`src/rtl/iiel_pkg.sv`:
```
// ----------------------------------------------------------------------------
// iiel_pkg
// shared types and constants of the indexed insert/erase list unit
// ----------------------------------------------------------------------------
package iiel_pkg;

    localparam int LIST_DEPTH_DEF = 64;
    localparam int DATA_WIDTH_DEF = 32;

    localparam int CMD_W   = 3;
    localparam int POS_W   = 7;
    localparam int VALUE_W = 32;
    localparam int COUNT_W = 7;
    localparam int STAT_W  = 2;

    typedef enum logic [CMD_W-1:0] {
        CMD_PUSH_BACK = 3'd0,
        CMD_POP_BACK  = 3'd1,
        CMD_INSERT    = 3'd2,
        CMD_ERASE     = 3'd3,
        CMD_READ_AT   = 3'd4,
        CMD_FRONT     = 3'd5,
        CMD_BACK      = 3'd6
    } cmd_t;

    typedef enum logic [STAT_W-1:0] {
        ST_OK    = 2'd0,
        ST_RANGE = 2'd1,
        ST_FULL  = 2'd2,
        ST_EMPTY = 2'd3
    } status_t;

    typedef enum logic [1:0] {
        CELL_HOLD,
        CELL_INSERT,
        CELL_ERASE
    } cell_op_t;

endpackage

```
`src/rtl/iiel_cell.sv`:
```
// ----------------------------------------------------------------------------
// iiel_cell
// one list slot: holds, loads a new value, or takes a neighbor's value
// ----------------------------------------------------------------------------
module iiel_cell #(
    parameter int DATA_WIDTH = iiel_pkg::DATA_WIDTH_DEF,
    parameter int CMP_W      = iiel_pkg::POS_W,
    parameter int INDEX      = 0
) (
    input  logic                  clk,
    input  iiel_pkg::cell_op_t    op,
    input  logic [CMP_W-1:0]      pos,
    input  logic [DATA_WIDTH-1:0] wr_data,
    input  logic [DATA_WIDTH-1:0] left_data,
    input  logic [DATA_WIDTH-1:0] right_data,
    output logic [DATA_WIDTH-1:0] data
);

    localparam logic [CMP_W-1:0] MY_IDX = CMP_W'(INDEX);

    logic [DATA_WIDTH-1:0] data_reg;
    logic [DATA_WIDTH-1:0] data_next;

    always_comb
    begin
        data_next = data_reg;
        case (op)
            iiel_pkg::CELL_INSERT:
            begin
                if (MY_IDX == pos)
                begin
                    data_next = wr_data;
                end
                else if (MY_IDX > pos)
                begin
                    data_next = left_data;
                end
            end
            iiel_pkg::CELL_ERASE:
            begin
                if (MY_IDX >= pos)
                begin
                    data_next = right_data;
                end
            end
            default:
            begin
                data_next = data_reg;
            end
        endcase
    end

    always_ff @(posedge clk)
    begin
        data_reg <= data_next;
    end

    assign data = data_reg;

endmodule

```
`config.mk`:
```
export PLATFORM = sky130hd
export DESIGN_NAME = iiel_cell
export DESIGN_NICKNAME = d
export VERILOG_FILES = /design/src/rtl/iiel_pkg.sv /design/src/rtl/iiel_cell.sv
export SDC_FILE = /design/constraint.sdc
export NUM_CORES = 1
export LEC_CHECK = 0
export ABC_AREA = 1
export BUFFER_PORTS_ARGS = -buffer_cell sky130_fd_sc_hd__buf_2
export CORE_MARGIN = 2
export CORE_UTILIZATION = 47
export DETAILED_ROUTE_END_ITERATION = 16
export HOLD_SLACK_MARGIN = 0.05
export PLACE_DENSITY = 0.86
export SETUP_SLACK_MARGIN = 0.5
export SLEW_MARGIN = 30
export SYNTH_ARGS = -nofsm -noshare
export SYNTH_HDL_FRONTEND = slang
export SYNTH_SLANG_ARGS = --single-unit
```
`constraint.sdc`:
```
create_clock -name clk -period 6.65 [get_ports clk]
set_clock_uncertainty 0.1 [all_clocks]
set_input_delay 0.9975 -clock clk [delete_from_list [all_inputs] [get_ports clk]]
set_output_delay 0.9975 -clock clk [all_outputs]
set_load 0.02 [all_outputs]
```
# After elaboration in Yosys (flattened, before gate mapping)
# Index checks and enable logic that the tools add are counted.
classes:
  n_mux: 4
  reduce_logical: 3
  n_eq_ne: 4
  add_sub_neg: 0
  magnitude_cmp: 2
  mul: 0
  div: 0
  n_shift: 0
  bitwise: 0
op_table:
  columns: ["operator", "n"]
  rows:
  - ["two-way mux 32 bit", 3]
  - ["one-hot mux 32 bit (2 select lines)", 1]
  - ["greater-or-equal comparator 1 x 7 -> 1 bit, first input constant", 1]
  - ["> comparator 1 x 7 -> 1 bit, first input constant", 1]
  - ["zero test 7 bit", 1]
  - ["inequality test 3 bit, second input constant", 1]
  - ["AND reduction 3 bit", 1]
  - ["== test 2 x 1 -> 1 bit, second input constant", 1]
  - ["== test 2 bit, second input constant", 1]
  - ["inequality test 2 bit, second input constant", 1]
  - ["nonzero test 2 bit", 1]
word_totals:
  out_inout_bits: 32
  memories: 0
  romBits: 0
  ramBits: 0
  latch_bits: 0
  in_bits: 106
  regBits: 32

# Depth between registers and ports, before layout
logic_depth:
  ltp_word: 4
  ltp_mapped: 7
  mapped_depth_nobuf: 6

# Worst setup path after synthesis
# OpenSTA, ideal clock, no wires.
synth_path:
  path_type: "input to register"
  startpoint: "input pos[5]"
  endpoint: "register data_reg[0] (netlist: data[0]) (enable)"
  setup_time_ns: 0.419
  path_slack_ns: 3.381
  n_path_buf: 1
  arrival_time_ns: 2.750
  required_ns: 6.131
  path_stages: 4
  path_cell_list: "nor2_1 nand2_2 buf_4 a211oi_2"
synth_via:
  elab_chain_cells: 3
  elab_cells_between_ends: 6
  cone_classes: "2 x order compare; 2 x eq/ne; 2 x reduce/logical"
synth_lines:
  columns: ["element", "line_no", "source"]
  rows:
  - ["start, declared", "iiel_cell.sv:12", "input logic [CMP_W-1:0] pos,"]
  - ["> comparator 1 x 7 -> 1 bit, or another cell as far along", "iiel_cell.sv:34", "else if (MY_IDX > pos)"]
  - ["inequality test 3 bit (no source line) or inequality test 2 bit (tied branches)", null, null]
  - ["AND reduction 3 bit (no source line) (*)", null, null]
  - ["end signal, assigned", "iiel_cell.sv:55", "data_reg <= data_next;"]
  - ["end, declared", "iiel_cell.sv:21", "logic [DATA_WIDTH-1:0] data_reg;"]
# Every way passes the cells marked *; elsewhere a longest branch is shown, timed or not.
# A chain may end at the register's enable or synchronous reset.

# Final worst setup path
layout_path:
  startpoint: "input op[0]"
  endpoint: "register data_reg[18] (netlist: data[18]) (enable)"
layout_via:
  elab_chain_cells: 3
  elab_cells_between_ends: 6
  cone_classes: "4 x eq/ne; 2 x reduce/logical"
layout_lines:
  columns: ["element", "line_no", "source"]
  rows:
  - ["start, declared", "iiel_cell.sv:11", "input iiel_pkg::cell_op_t op,"]
  - ["== test 2 x 1 -> 1 bit or == test 2 bit (tied branches)", "iiel_cell.sv:27", "case (op)"]
  - ["inequality test 3 bit (no source line), or another cell as far along", null, null]
  - ["AND reduction 3 bit (no source line) (*)", null, null]
# Marked as above.

==> reports/results.tsv <==
stage	metric	value	unit
run_status	outcome	complete, no violations	
drt	detail_route.drc_violations	0	
logic_synthesis	yosys_register_bits	32	
logic_synthesis	synth_top_cell_area_share	42.3	%
logic_synthesis	synth_nets	396	
timing	worstMarginPinSlew	0.755	ns
timing	setup_viol	0	
clock_network	tritoncts	built	
logic_synthesis	synth.largest_area_cell	sky130_fd_sc_hd__edfxtp_1	
min_path	hold_path_class	in2reg	
flow_run	drv.max_cap_violation_count	0	
logic_synthesis	yosys.cell_count.top_type	sky130_fd_sc_hd__nand2_1	
layout	num_antenna_cells	0	
timing	max_slew_margin	49.5	%
layout	layout.cells.non_filler	473	
grt	track_usage	22.2	%
clock_network	clock_sink_count	32	
logic_synthesis	yosysWarningCount	0	
placed_design	gp_congestion	0.795	
die	die-height	73.6	um
grt	vias_in_the_first_global_route	2262	
logic_synthesis	synth_area_per_cell	7.84	um2
timing	max_transition_viols_final	0	
clock_network	cts.reportedPaths.clkPinSlew	0.06	ns
placed_design	io_buffer_count	137	
logic_synthesis	count_of_cell_types_in_the_netlist	18	
logic_synthesis	netlist_area	0.00227	mm2
clock_network	clockRootBuffer	sky130_fd_sc_hd__clkbuf_8	
power	p_leak	1.56	nW
timing	f_max	0.326	GHz
clock_network	hold_buffers	0	
logic_synthesis	synth.cells.most_frequent	sky130_fd_sc_hd__nand2_1 (65), sky130_fd_sc_hd__inv_1 (64), sky130_fd_sc_hd__nand3_1 (44)	
logic_synthesis	ys_async_sr_fraction	0	%
clock_network	post-cts-setup-buffers	0	
die	num_rows	25	
logic_synthesis	synth_seq_area_share	42.3	%
power	ir_drop	0.0000835	V
logic_synthesis	synth_cells	290	
worst_setup_path	worst-endpoint-required	6.48	ns
timing	finalCritPeriodShare	46.2	%
die	floorplan.initialDensity	48.5	%
die	die_w	73.6	um
drt	route.vias.total	2341	
power	p_per_area	150	mW/mm2
clock_network	cts.htree.levels	2	
layout	drive_above_1_share	42.0	%
worst_setup_path	worstSetupPathType	in2reg	
logic_synthesis	post_synth_main_area_contributors	sky130_fd_sc_hd__edfxtp_1 (42%), sky130_fd_sc_hd__nand2_1 (11%), sky130_fd_sc_hd__inv_1 (11%)	
timing	layout_min_cycle_time	3.07	ns
layout	finalInstanceArea	0.00299	mm2
drt	drt_first_iter_violations	190	
drt	antenna_violating_nets_post_route	0	
worst_setup_path	worstSetupStartpointType	input port	
grt	wire_length_of_the_first_global_routing_pass	9.35	mm
placed_design	dp.cells	464	
worst_setup_path	worst-endpoint-arrival	2.90	ns
logic_synthesis	synth_enable_flop_cells	32	
timing	unrepaired_setup_endpoints_after_global_routing	false	
min_path	whs_path_depth	3	
drt	avgRoutedWirePerCell	12.6	um
logic_synthesis	ys_dominant_reg_cell	sky130_fd_sc_hd__edfxtp_1	
layout	final_net_count	524	
drt	post_drt_via_cell_ratio	4.95	
drt	detail_route.first_pass.iterations	5	
grt	grt_start_max_net_pins	35	
worst_setup_path	path_max_fanout	33	
placed_design	post-dp-hpwl	4.13	mm
clock_network	post_cts_resize_count	0	
layout	largest_register_ff_count	32	
worst_setup_path	worstSetupEndpointType	flip-flop	
grt	number_of_antenna_violations_at_the_first_check_in_global_routing	0	
grt	globalRoute.totalOverflow	0	
layout	flow.area_growth_from_synthesis	31.6	%
die	floorplan.core_area	0.00469	mm2
die	floorplan.die_area	0.00541	mm2
timing	final-hold-violation-count	0	
clock_network	numCtsBuffers	5	
die	design.portCount	138	
clock_network	clock_path_buffers	2	
drt	routed_wire_length	5.95	mm
timing	final.setup.tns	0	ns
placed_design	detailed_place.area	0.00288	mm2
[final timing paths]
check | from | to | slack [ns]
max | op[0] | data[18] | 3.58
min | right_data[8] | data[8] | 0.89
[worst max-delay path, stage by stage]
cell and delay, ns:
sky130_fd_sc_hd__buf_2 0.12, sky130_fd_sc_hd__nor2_4 0.59, sky130_fd_sc_hd__inv_2 0.46, sky130_fd_sc_hd__a211oi_4 0.29, sky130_fd_sc_hd__buf_4 0.42
[power by group]
part	switching, W	leakage [nW]	internal (W)
logic	0.0000465	1.24	0.0000382
registers	0.000000183	0.281	0.000225
clock network	0.0000663	0.0399	0.0000728
total	0.000113	1.56	0.000336
[cell usage in the layout, fill, tap and decap left out]
cell type	instances
sky130_fd_sc_hd__nand3_2	20
sky130_fd_sc_hd__nand2_2	3
sky130_fd_sc_hd__inv_1	64
sky130_fd_sc_hd__clkinv_1	1
sky130_fd_sc_hd__inv_4	1
sky130_fd_sc_hd__buf_16	1
sky130_fd_sc_hd__o21ai_1	31
sky130_fd_sc_hd__nand2_1	65
sky130_fd_sc_hd__nor2_4	2
sky130_fd_sc_hd__clkbuf_8	5
sky130_fd_sc_hd__clkbuf_1	2
sky130_fd_sc_hd__nor2_1	3
sky130_fd_sc_hd__edfxtp_1	32
sky130_fd_sc_hd__inv_2	5
sky130_fd_sc_hd__nand3_1	44
sky130_fd_sc_hd__buf_4	1
sky130_fd_sc_hd__a211oi_4	1
sky130_fd_sc_hd__o21ai_0	1
sky130_fd_sc_hd__buf_2	137
[per-stage QoR]
step           worst slack [ns]  hold WS (ns)  power, W  utilization (%)
6_report                   3.58         0.891  0.000449             63.8
2_1_floorplan              3.38          1.08  0.000277                -
4_1_cts                    3.60         0.883  0.000449             63.2
5_1_grt                    3.48         0.894  0.000469             63.8
3_3_place_gp               3.41          1.17  0.000309             61.5
3_5_place_dp               3.32          1.17  0.000312             61.5
[layer usage]
| metal | share of wire (%) | vias to the layer above | GRT usage, % |
|---|---|---|---|
| met3 | 9.0 | 7 | 4.94 |
| li1 | - | 1171 | - |
| met5 | 0 | - | 0 |
| met4 | 1.1 | 0 | 8.28 |
| met1 | 38 | 1035 | 24.5 |
| met2 | 52 | 128 | 41.1 |
[cell type report]
| type | instances | area [um2] |
|---|---|---|
| Clock buffer | 7 | 76.3 |
| Fill cell | 411 | 1700 |
| Tap cell | 54 | 67.6 |
| Timing Repair Buffer | 139 | 721 |
| Multi-Input combinational cell | 170 | 897 |
| Sequential cell | 32 | 961 |
| Clock inverter | 1 | 3.75 |
| Inverter | 70 | 265 |
[cells by family (layout without fill, tap and decap cells)]
logic type / count (synthesis) / in the layout / share of synthesized area, %
compound gates: 33 / 33 / 7.59
simple gates: 137 / 137 / 31.5
flops: 32 / 32 / 42.3
buf+inv: 88 / 217 / 18.6
No activity file was read; power rests on OpenSTA's default activity.
